**src/hw/rtl/slt_pkg.sv**
```systemverilog
// Shared types and constants for the sorted list table unit.
// No dependencies; imported by every module of the block.
package slt_pkg;

    localparam int DEF_CAPACITY   = 16;
    localparam int DEF_DATA_WIDTH = 32;
    localparam int OPCODE_W       = 3;
    localparam int STATUS_W       = 2;

    typedef enum logic [OPCODE_W-1:0] {
        OP_INSERT = 3'd0,
        OP_DELETE = 3'd1,
        OP_LOOKUP = 3'd2,
        OP_READ   = 3'd3,
        OP_REWIND = 3'd4,
        OP_CLEAR  = 3'd5
    } op_t;

    typedef enum logic [STATUS_W-1:0] {
        ST_OK   = 2'd0,
        ST_MISS = 2'd1,
        ST_FULL = 2'd2
    } status_t;

    typedef enum logic [1:0] {
        S_IDLE = 2'd0,
        S_EXEC = 2'd1,
        S_RESP = 2'd2
    } state_t;

    // controller -> datapath
    typedef struct packed {
        logic capture;   // latch the incoming request
        logic execute;   // run the latched request against the table
    } cmd_t;

endpackage

```
**src/hw/rtl/slt_ctrl.sv**
```systemverilog
// Request sequencer for the sorted list table: accept, execute, respond.
// Depends on slt_pkg.
module slt_ctrl
    import slt_pkg::*;
(
    input  logic aclk,
    input  logic aresetn,
    input  logic s_tvalid,
    output logic s_tready,
    output logic m_tvalid,
    input  logic m_tready,
    output cmd_t cmd
);

    state_t state_reg;
    state_t state_next;

    always_ff @(posedge aclk) begin
        if (!aresetn) begin
            state_reg <= S_IDLE;
        end else begin
            state_reg <= state_next;
        end
    end

    always_comb begin
        state_next = state_reg;
        case (state_reg)
            S_IDLE: begin
                if (s_tvalid) state_next = S_EXEC;
            end
            S_EXEC: begin
                state_next = S_RESP;
            end
            S_RESP: begin
                // a new request may enter the same cycle the result leaves
                if (m_tready) state_next = s_tvalid ? S_EXEC : S_IDLE;
            end
            default: begin
                state_next = S_IDLE;
            end
        endcase
    end

    always_comb begin
        s_tready    = 1'b0;
        m_tvalid    = 1'b0;
        cmd.execute = 1'b0;
        case (state_reg)
            S_IDLE: begin
                s_tready = 1'b1;
            end
            S_EXEC: begin
                cmd.execute = 1'b1;
            end
            S_RESP: begin
                m_tvalid = 1'b1;
                s_tready = m_tready;
            end
            default: begin
                s_tready = 1'b0;
            end
        endcase
        cmd.capture = s_tready & s_tvalid;
    end

endmodule

```
**src/hw/rtl/slt_dpath.sv**
```systemverilog
// Table storage, per-entry compare cells, shift network and result registers.
// Depends on slt_pkg; driven by slt_ctrl through cmd_t.
module slt_dpath
    import slt_pkg::*;
#(
    parameter int CAPACITY   = DEF_CAPACITY,
    parameter int DATA_WIDTH = DEF_DATA_WIDTH,
    parameter int CNT_W      = $clog2(CAPACITY + 1)
) (
    input  logic                  aclk,
    input  logic                  aresetn,
    input  cmd_t                  cmd,
    input  logic [OPCODE_W-1:0]   req_opcode,
    input  logic [DATA_WIDTH-1:0] req_value,
    output logic [STATUS_W-1:0]   rsp_status,
    output logic [DATA_WIDTH-1:0] rsp_item,
    output logic [CNT_W-1:0]      rsp_count
);

    localparam int IDX_W = $clog2(CAPACITY);
    localparam logic [CNT_W-1:0] FULL_CNT = CNT_W'(CAPACITY);

    logic [OPCODE_W-1:0]   op_reg;
    logic [DATA_WIDTH-1:0] val_reg;
    logic [DATA_WIDTH-1:0] entries_reg [CAPACITY];
    logic [DATA_WIDTH-1:0] entries_next [CAPACITY];
    logic [CNT_W-1:0]      count_reg, count_next;
    logic [CNT_W-1:0]      rpos_reg, rpos_next;
    logic [STATUS_W-1:0]   status_reg, status_next;
    logic [DATA_WIDTH-1:0] item_reg, item_next;

    logic [CAPACITY-1:0] lt_vec;   // entry is held and below the operand
    logic [CAPACITY-1:0] eq_vec;   // entry is held and equals the operand
    logic                found;
    logic                full;
    logic                ins_en;
    logic                del_en;

    // one compare cell per slot; the table is sorted, so lt_vec is a prefix
    for (genvar i = 0; i < CAPACITY; i++) begin : g_cell
        logic held;
        assign held      = CNT_W'(i) < count_reg;
        assign lt_vec[i] = held && ($signed(entries_reg[i]) < $signed(val_reg));
        assign eq_vec[i] = held && (entries_reg[i] == val_reg);

        always_comb begin
            entries_next[i] = entries_reg[i];
            if (ins_en && !lt_vec[i]) begin
                if (i == 0) begin
                    entries_next[i] = val_reg;
                end else begin
                    entries_next[i] = lt_vec[(i > 0) ? i - 1 : 0] ? val_reg
                                    : entries_reg[(i > 0) ? i - 1 : 0];
                end
            end else if (del_en && !lt_vec[i] && (i < CAPACITY - 1)) begin
                // slots from the first match upward close the gap
                entries_next[i] = entries_reg[(i < CAPACITY - 1) ? i + 1 : i];
            end
        end

        always_ff @(posedge aclk) begin
            entries_reg[i] <= entries_next[i];
        end
    end

    assign found = |eq_vec;
    assign full  = (count_reg == FULL_CNT);

    always_comb begin
        ins_en      = 1'b0;
        del_en      = 1'b0;
        count_next  = count_reg;
        rpos_next   = rpos_reg;
        status_next = status_reg;
        item_next   = item_reg;
        if (cmd.execute) begin
            status_next = ST_OK;
            item_next   = '0;
            case (op_t'(op_reg))
                OP_INSERT: begin
                    rpos_next = '0;
                    if (full) begin
                        status_next = ST_FULL;
                    end else begin
                        ins_en     = 1'b1;
                        count_next = count_reg + 1'b1;
                    end
                end
                OP_DELETE: begin
                    rpos_next = '0;
                    if (found) begin
                        del_en     = 1'b1;
                        count_next = count_reg - 1'b1;
                    end else begin
                        status_next = ST_MISS;
                    end
                end
                OP_LOOKUP: begin
                    if (found) begin
                        item_next = val_reg;
                    end else begin
                        status_next = ST_MISS;
                    end
                end
                OP_READ: begin
                    if (rpos_reg < count_reg) begin
                        item_next = entries_reg[rpos_reg[IDX_W-1:0]];
                        rpos_next = rpos_reg + 1'b1;
                    end else begin
                        status_next = ST_MISS;
                    end
                end
                OP_REWIND: begin
                    rpos_next = '0;
                end
                OP_CLEAR: begin
                    count_next = '0;
                    rpos_next  = '0;
                end
                default: begin
                    status_next = ST_MISS;
                end
            endcase
        end
    end

    always_ff @(posedge aclk) begin
        if (cmd.capture) begin
            op_reg  <= req_opcode;
            val_reg <= req_value;
        end
        status_reg <= status_next;
        item_reg   <= item_next;
    end

    always_ff @(posedge aclk) begin
        if (!aresetn) begin
            count_reg <= '0;
            rpos_reg  <= '0;
        end else begin
            count_reg <= count_next;
            rpos_reg  <= rpos_next;
        end
    end

    assign rsp_status = status_reg;
    assign rsp_item   = item_reg;
    assign rsp_count  = count_reg;

endmodule

```
**src/hw/rtl/sorted_list_table_unit.sv**
```systemverilog
// Sorted list table unit: a bounded table of signed values kept ascending.
// Channels: s_ (requests: opcode and value) and m_ (results: status, item, count),
// both valid/ready streams; one result for every request.
// Opcodes: insert in order, delete first match, lookup, read next at the
// cursor, rewind cursor, clear. Insert and delete rewind the cursor.
// Sequence: an accepted request is latched, then run in the execute state, in
// which every slot compares and shifts in parallel, and its result is loaded
// into the result register and presented in the respond state. Requests do
// not overlap; a new request may be taken in the same cycle the previous
// result is taken.
// Stall: while m_tready is low the result is held and s_tready stays low.
// Reset (aresetn low, synchronous): count and cursor go to zero, no result
// is pending; slot contents are not cleared since unused slots are never read.
// Depends on slt_pkg, slt_ctrl, slt_dpath.
module sorted_list_table_unit
    import slt_pkg::*;
#(
    parameter int CAPACITY   = DEF_CAPACITY,
    parameter int DATA_WIDTH = DEF_DATA_WIDTH,
    parameter int CNT_W      = $clog2(CAPACITY + 1),
    parameter int IN_W       = OPCODE_W + DATA_WIDTH,
    parameter int OUT_W      = STATUS_W + DATA_WIDTH + CNT_W,
    parameter int IN_BYTES   = (IN_W + 7) / 8,
    parameter int OUT_BYTES  = (OUT_W + 7) / 8
) (
    input  logic                   aclk,
    input  logic                   aresetn,
    input  logic                   s_tvalid,
    output logic                   s_tready,
    input  logic [IN_BYTES*8-1:0]  s_tdata,   // opcode, value
    output logic                   m_tvalid,
    input  logic                   m_tready,
    output logic [OUT_BYTES*8-1:0] m_tdata    // status, item_out, count
);

    cmd_t                  cmd;
    logic [STATUS_W-1:0]   rsp_status;
    logic [DATA_WIDTH-1:0] rsp_item;
    logic [CNT_W-1:0]      rsp_count;

    slt_ctrl u_ctrl (
        .aclk     (aclk),
        .aresetn  (aresetn),
        .s_tvalid (s_tvalid),
        .s_tready (s_tready),
        .m_tvalid (m_tvalid),
        .m_tready (m_tready),
        .cmd      (cmd)
    );

    slt_dpath #(
        .CAPACITY   (CAPACITY),
        .DATA_WIDTH (DATA_WIDTH),
        .CNT_W      (CNT_W)
    ) u_dpath (
        .aclk       (aclk),
        .aresetn    (aresetn),
        .cmd        (cmd),
        .req_opcode (s_tdata[OPCODE_W-1:0]),
        .req_value  (s_tdata[OPCODE_W +: DATA_WIDTH]),
        .rsp_status (rsp_status),
        .rsp_item   (rsp_item),
        .rsp_count  (rsp_count)
    );

    always_comb begin
        m_tdata = '0;
        m_tdata[OUT_W-1:0] = {rsp_count, rsp_item, rsp_status};
    end

endmodule

```
**config.mk**
```make
export PLATFORM = sky130hd
export DESIGN_NAME = sorted_list_table_unit
export DESIGN_NICKNAME = d
export VERILOG_FILES = /design/src/hw/rtl/slt_pkg.sv /design/src/hw/rtl/slt_ctrl.sv /design/src/hw/rtl/slt_dpath.sv /design/src/hw/rtl/sorted_list_table_unit.sv
export SDC_FILE = /design/constraint.sdc
export NUM_CORES = 2
export LEC_CHECK = 0
export BUFFER_PORTS_ARGS = -buffer_cell sky130_fd_sc_hd__buf_2
export CAP_MARGIN = 20
export CELL_PAD_IN_SITES_DETAIL_PLACEMENT = 1
export CELL_PAD_IN_SITES_GLOBAL_PLACEMENT = 1
export CORE_MARGIN = 2
export CORE_UTILIZATION = 43
export CTS_CLUSTER_DIAMETER = 80
export DETAILED_ROUTE_END_ITERATION = 7
export HOLD_SLACK_MARGIN = 0.08
export PLACE_DENSITY_LB_ADDON = 0.2
export SETUP_SLACK_MARGIN = 0.15
export SLEW_MARGIN = 20
export SYNTH_ARGS = -nofsm -noshare
export SYNTH_HDL_FRONTEND = slang
export SYNTH_SLANG_ARGS = --single-unit
```
**constraint.sdc**
```tcl
create_clock -name aclk -period 8.3 [get_ports aclk]
set_input_delay 0.415 -clock aclk [delete_from_list [all_inputs] [get_ports aclk]]
set_output_delay 0.415 -clock aclk [all_outputs]
set_load 0.01 [all_outputs]
```
After elaboration in Yosys (flattened, before gate mapping)
Memory sizes are Yosys's and may differ from the RTL's. A register that Yosys moved wholly into a read port is not among the register bits.
Index checks and enable logic that the tools add are counted.
{"block": "word_totals", "ff_bits": 81, "ram_bits": 512, "wordCells": 237, "n_memories": 1}
{"name": "u_dpath.entries_reg", "words": 16, "width": 32, "read_ports": 17, "rd_clocked_by_memory_dff": 1, "wr": 16, "line": "slt_dpath.sv:25", "source": "logic [DATA_WIDTH-1:0] entries_reg [CAPACITY];"}
{"block": "op_classes", "add_sub_neg": 3, "n_lt_le_gt_ge": 33, "n_eq_ne": 29, "mux": 73, "n_bitwise": 1, "n_reduce_logical": 90}
{"cell": "32-bit 2-to-1 mux", "n": 48}
{"cell": "32-bit == test", "n": 16}
{"cell": "32-bit < comparator", "n": 16}
{"cell": "32-bit one-hot mux with 2 select lines", "n": 1}
{"cell": "1-bit logical AND", "n": 63}
{"cell": "4-bit by 5-bit < comparator with 1-bit output (first input constant)", "n": 8}
{"cell": "3-bit by 5-bit < comparator with 1-bit output (first input constant)", "n": 4}
{"cell": "1-bit zero test", "n": 16}
{"cell": "16-bit OR reduction", "n": 1}
{"cell": "5-bit 2-to-1 mux", "n": 3}
{"cell": "5-bit one-hot mux with 3 select lines", "n": 1}
{"cell": "1-bit 2-to-1 mux", "n": 11}
{"cell": "5-bit by 1-bit adder with 5-bit output (second input constant)", "n": 2}
{"cell": "1-bit by 5-bit < comparator with 1-bit output (first input constant)", "n": 2}
{"cell": "2-bit by 5-bit < comparator with 1-bit output (first input constant)", "n": 2}
{"cell": "5-bit one-hot mux with 2 select lines", "n": 1}
{"cell": "4-bit 2-to-1 mux", "n": 2}
{"cell": "2-bit one-hot mux with 4 select lines", "n": 1}
{"cell": "3-bit by 2-bit == test with 1-bit output (second input constant)", "n": 2}
{"cell": "3-bit == test (second input constant)", "n": 2}
{"cell": "2-bit 2-to-1 mux", "n": 3}
{"cell": "2-bit inequality test (second input constant)", "n": 3}
{"cell": "2-bit one-hot mux with 3 select lines", "n": 1}
{"cell": "5-bit == test (second input constant)", "n": 1}
{"cell": "17 further kinds", "n": 19}

Logic depth before layout (Yosys ltp)
An unclocked memory read counts as a cell.
{"block": "logic_depth", "ltp_word": 10, "ltp_mapped": 15, "depth_no_buf": 10}

By module
From an unflattened synthesis, not the netlist that was laid out.
{"block": "hier_totals", "cells_unflattened": 4658, "area_unflattened_um2": 47297.9}
{"mod": "slt_dpath", "n_inst": 1, "cells_each": 4645, "area_each_um2": 47169.0}
{"mod": "slt_ctrl", "n_inst": 1, "cells_each": 11, "area_each_um2": 117.6}
{"mod": "sorted_list_table_unit", "n_inst": 1, "cells_each": 2, "area_each_um2": 11.3}

Worst setup path before layout
OpenSTA, ideal clock, no wires.
{"block": "synth_timing", "path_type": "register to register", "startpoint": "reg u_dpath.val_reg[7] (netlist name)", "endpoint": "mem u_dpath.entries_reg[13][0] (netlist name) (enable)", "setup_ps": 461, "t_arrival_ps": 5204, "required_time_ps": 7839, "setup_slack_ps": 2635, "path_stages_with_launch": 13, "synth_period_minus_slack_ps": 5665, "path_cell_list": "edfxtp_1 clkbuf_1 clkbuf_1 inv_1 ha_1 nand2_1 or4_1 or4b_1 o2111ai_1 nor4_4 nor2_1 nor2_1 nor3_1"}
{"element": "to (decl)", "line": "slt_dpath.sv:25"}

==> results_dict.tcl <==
set metrics [dict create \
    critPathKind "flop to flop" \
    clkSinkCount 597 \
    min_path_type "primary input to flop" \
    avgRoutedWirePerCell_um 32.9 \
    slew_headroom_pct 8.65 \
    crit_path_start_kind "flop" \
    hold_start "aresetn" \
    drv_slew 0 \
    cpLargestDelayFamily "simple AND/OR/NAND/NOR gates" \
    layout.cells.non_filler 5558 \
    period_minus_slack_ns 6.66 \
    viasPerCell 6.66 \
    worstSetupStartpoint "u_dpath.val_reg[22]" \
    peakVddDrop_uv 155 \
    power.density_nw_per_um2 155 \
    crit_arrival_ns 6.98 \
    finalClockSkew_ns 0.0317 \
    finalSetupTns_ns 0 \
    area_growth_pct 10.4 \
    cap_violations 0 \
    nNetsFinal 4681 \
    synthArstFlopShare_pct 0 \
    postRouteAntennaNets 0 \
    synth_edf_count 581 \
    outcome "finished clean" \
    synth_ff_type "edfxtp_1" \
    num_io_pins 86 \
    grt_overflow_total 0 \
    crit_path_max_incr_delay_ns 1.09 \
    num_rows 118 \
    crit-reg2reg-launch "u_dpath.val_reg[22]" \
    place_ws_ns 2.02 \
    grt_max_degree 102 \
    num_vias 37000 \
    setup_slack_ns 1.64 \
    wirelength_um 183000 \
    drive_above_1_share_pct 13.4 \
    clkLatencyLatePin_ns 0.66 \
    antenna_found_initial 11 \
    cts_tree "built" \
    grtUsageTotal_pct 33.8 \
    numPortBuffers 79 \
    crit_path_end_kind "flop" \
    syn_area_per_cell_um2 10.9 \
    clk_pin_slew_worst_paths_ns 0.06 \
    die_h_um 327 \
    post-cts-setup-buffers 0 \
    cts_max_level 3 \
    grt_first_pass_wirelength_um 264000 \
    fmax_ghz 0.150 \
    finalHoldViolations 0 \
    drt-initial-drc-count 3783 \
    cts_buffers 76 \
    yosysSeqAreaShare_pct 39.7 \
    tightest_slew_ns 1.36 \
    period_share_pct 80.3 \
    netlist_instances 4108 \
    largest_reg_flops 512 \
    coreArea_um2 103000 \
    firstDrtPassIters 6 \
    netlist_area_um2 44800 \
    path_cells "inv_1 > ha_1 > nand4_1 > nor4_1 > nand4b_1 > o2111ai_1 > nor4_4 > o21ai_1 > and2_2 > buf_4" \
    fillers 11000 \
    synth_fp_nets 4673 \
    p_leak_nw 20.0 \
    clock_tree.buffer_depth 3 \
    rsz0062_at_grt "false" \
    clk_root_buffer_cell "clkbuf_16" \
    drc 0 \
    fp.dieArea_um2 107000 \
    ys_warn_count 0 \
    dp_cells 5379 \
    synth_cell_type_count 80 \
    first_global_vias 37500 \
    setup_viol 0 \
    gp_congestion 0.979 \
    ys_ff_latch 597 \
    critPathRequiredTime_ns 8.62 \
    slowest_stage "nor4_1" \
    cp_max_fo 20 \
    hpwl_um 130000 \
    crit_buf_inv 2 \
    die_w_um 327 \
    initial_core_util_pct 43.3 \
]
## cell type report
type / instances / area (um^2) / share of cell area (%)
clock inverters: 44 / 363 / 0.733
multi-input cells: 3165 / 25800 / 52.1
well taps: 1380 / 1730 / 3.49
diodes: 2 / 5.00 / 0.0101
repair buffers: 207 / 1500 / 3.04
flip-flops and latches: 597 / 17800 / 35.9
clock buffers: 94 / 2050 / 4.15
inverters: 69 / 259 / 0.523
## placed cells by master, fill, tap and decap left out, types with 64 or more instances in the layout
cell type,synthesis,routed
edfxtp_1,581,581
ha_1,521,521
a21oi_1,464,463
mux2i_1,450,447
nand2_1,419,419
o21ai_0,286,284
nor2_1,176,167
mux4_2,160,160
nand4_1,107,107
buf_4,13,85
buf_2,71,80
clkbuf_16,0,79
nand3_1,74,71
inv_1,68,67
mux2_2,63,64
## synth_stat cells (43+ instances only)
library cell | count | area share [%]
buf_2 | 71 | 0.79
o21ai_0 | 286 | 3.2
nor2_1 | 176 | 1.5
mux4_2 | 160 | 8.0
nand2_1 | 419 | 3.5
nand3_1 | 74 | 0.83
nand2b_1 | 43 | 0.60
inv_1 | 68 | 0.57
edfxtp_1 | 581 | 39
clkbuf_1 | 169 | 1.4
mux2_2 | 63 | 1.6
mux2i_1 | 450 | 10
nand4_1 | 107 | 1.5
a21oi_1 | 464 | 5.2
ha_1 | 521 | 15
## power breakdown
group / internal [W] / total, W / switching, W
sequential: 0.00333 / 0.00343 / 0.0000923
combinational: 0.000312 / 0.000888 / 0.000576
clock: 0.00191 / 0.00336 / 0.00145
## path summary, 6_finish.rpt
check | end | slack [ns] | depth (start not counted)
worst min register to register | u_dpath.rpos_reg[4] | 0.52 | 2
worst max-delay path | u_dpath.entries_reg[5][18] | 1.64 | 10
worst min-delay path | u_dpath.rsp_count[4] | 0.16 | 2
worst max register to register | u_dpath.entries_reg[5][18] | 1.64 | 10
## repair_timing
item,CTS,global route
gates resized for setup,0,0
hold buffers,37,0
hold endpoints to repair,37,0
endpoints found under the setup margin,0,0
## routing by layer
metal | wire [um] | GRT usage (%) | up-vias | part of all wire [%]
met1 | 77200 | 45.7 | 19000 | 42
met2 | 83100 | 52.9 | 1666 | 45
li1 | - | - | 15900 | -
met3 | 15300 | 7.78 | 391 | 8.4
met4 | 7050 | 12.3 | 10 | 3.9
met5 | 67 | 0 | - | 0.037
## worst register-to-register path, cell delays in order, from the launching register on
cell,delay (ns)
edfxtp_1,0.89
inv_1,0.66
ha_1,0.52
nand4_1,0.40
nor4_1,1.10
nand4b_1,0.28
o2111ai_1,0.24
nor4_4,0.16
o21ai_1,0.71
and2_2,0.93
buf_4,0.42
## through the flow
stage / hold slack [ns] / utilization [%] / area [um^2] / power, W
2_1_floorplan: 0.483 / - / 44800 / 0.00398
3_3_place_gp: 0.503 / 45.1 / 46600 / 0.00431
3_5_place_dp: 0.514 / 45.1 / 46700 / 0.00433
4_1_cts: 0.124 / 47.8 / 49400 / 0.00769
5_1_grt: 0.169 / 47.8 / 49500 / 0.00789
6_report: 0.156 / 47.8 / 49500 / 0.00768
## logic make-up (layout without fill, tap and decap cells)
logic type      Yosys count  after routing  synth area share, %
compound gates         1010           1010                 12.7
simple gates            954            954                 9.98
mux                     674            674                 19.7
flops                   597            597                 39.7
fa+ha+maj               521            521                 14.6
buf+inv                 346            414                 3.27
xor+xnor                  5              5               0.0978
other cells               1              3              0.00837
Power figures use the tool's default switching activity.
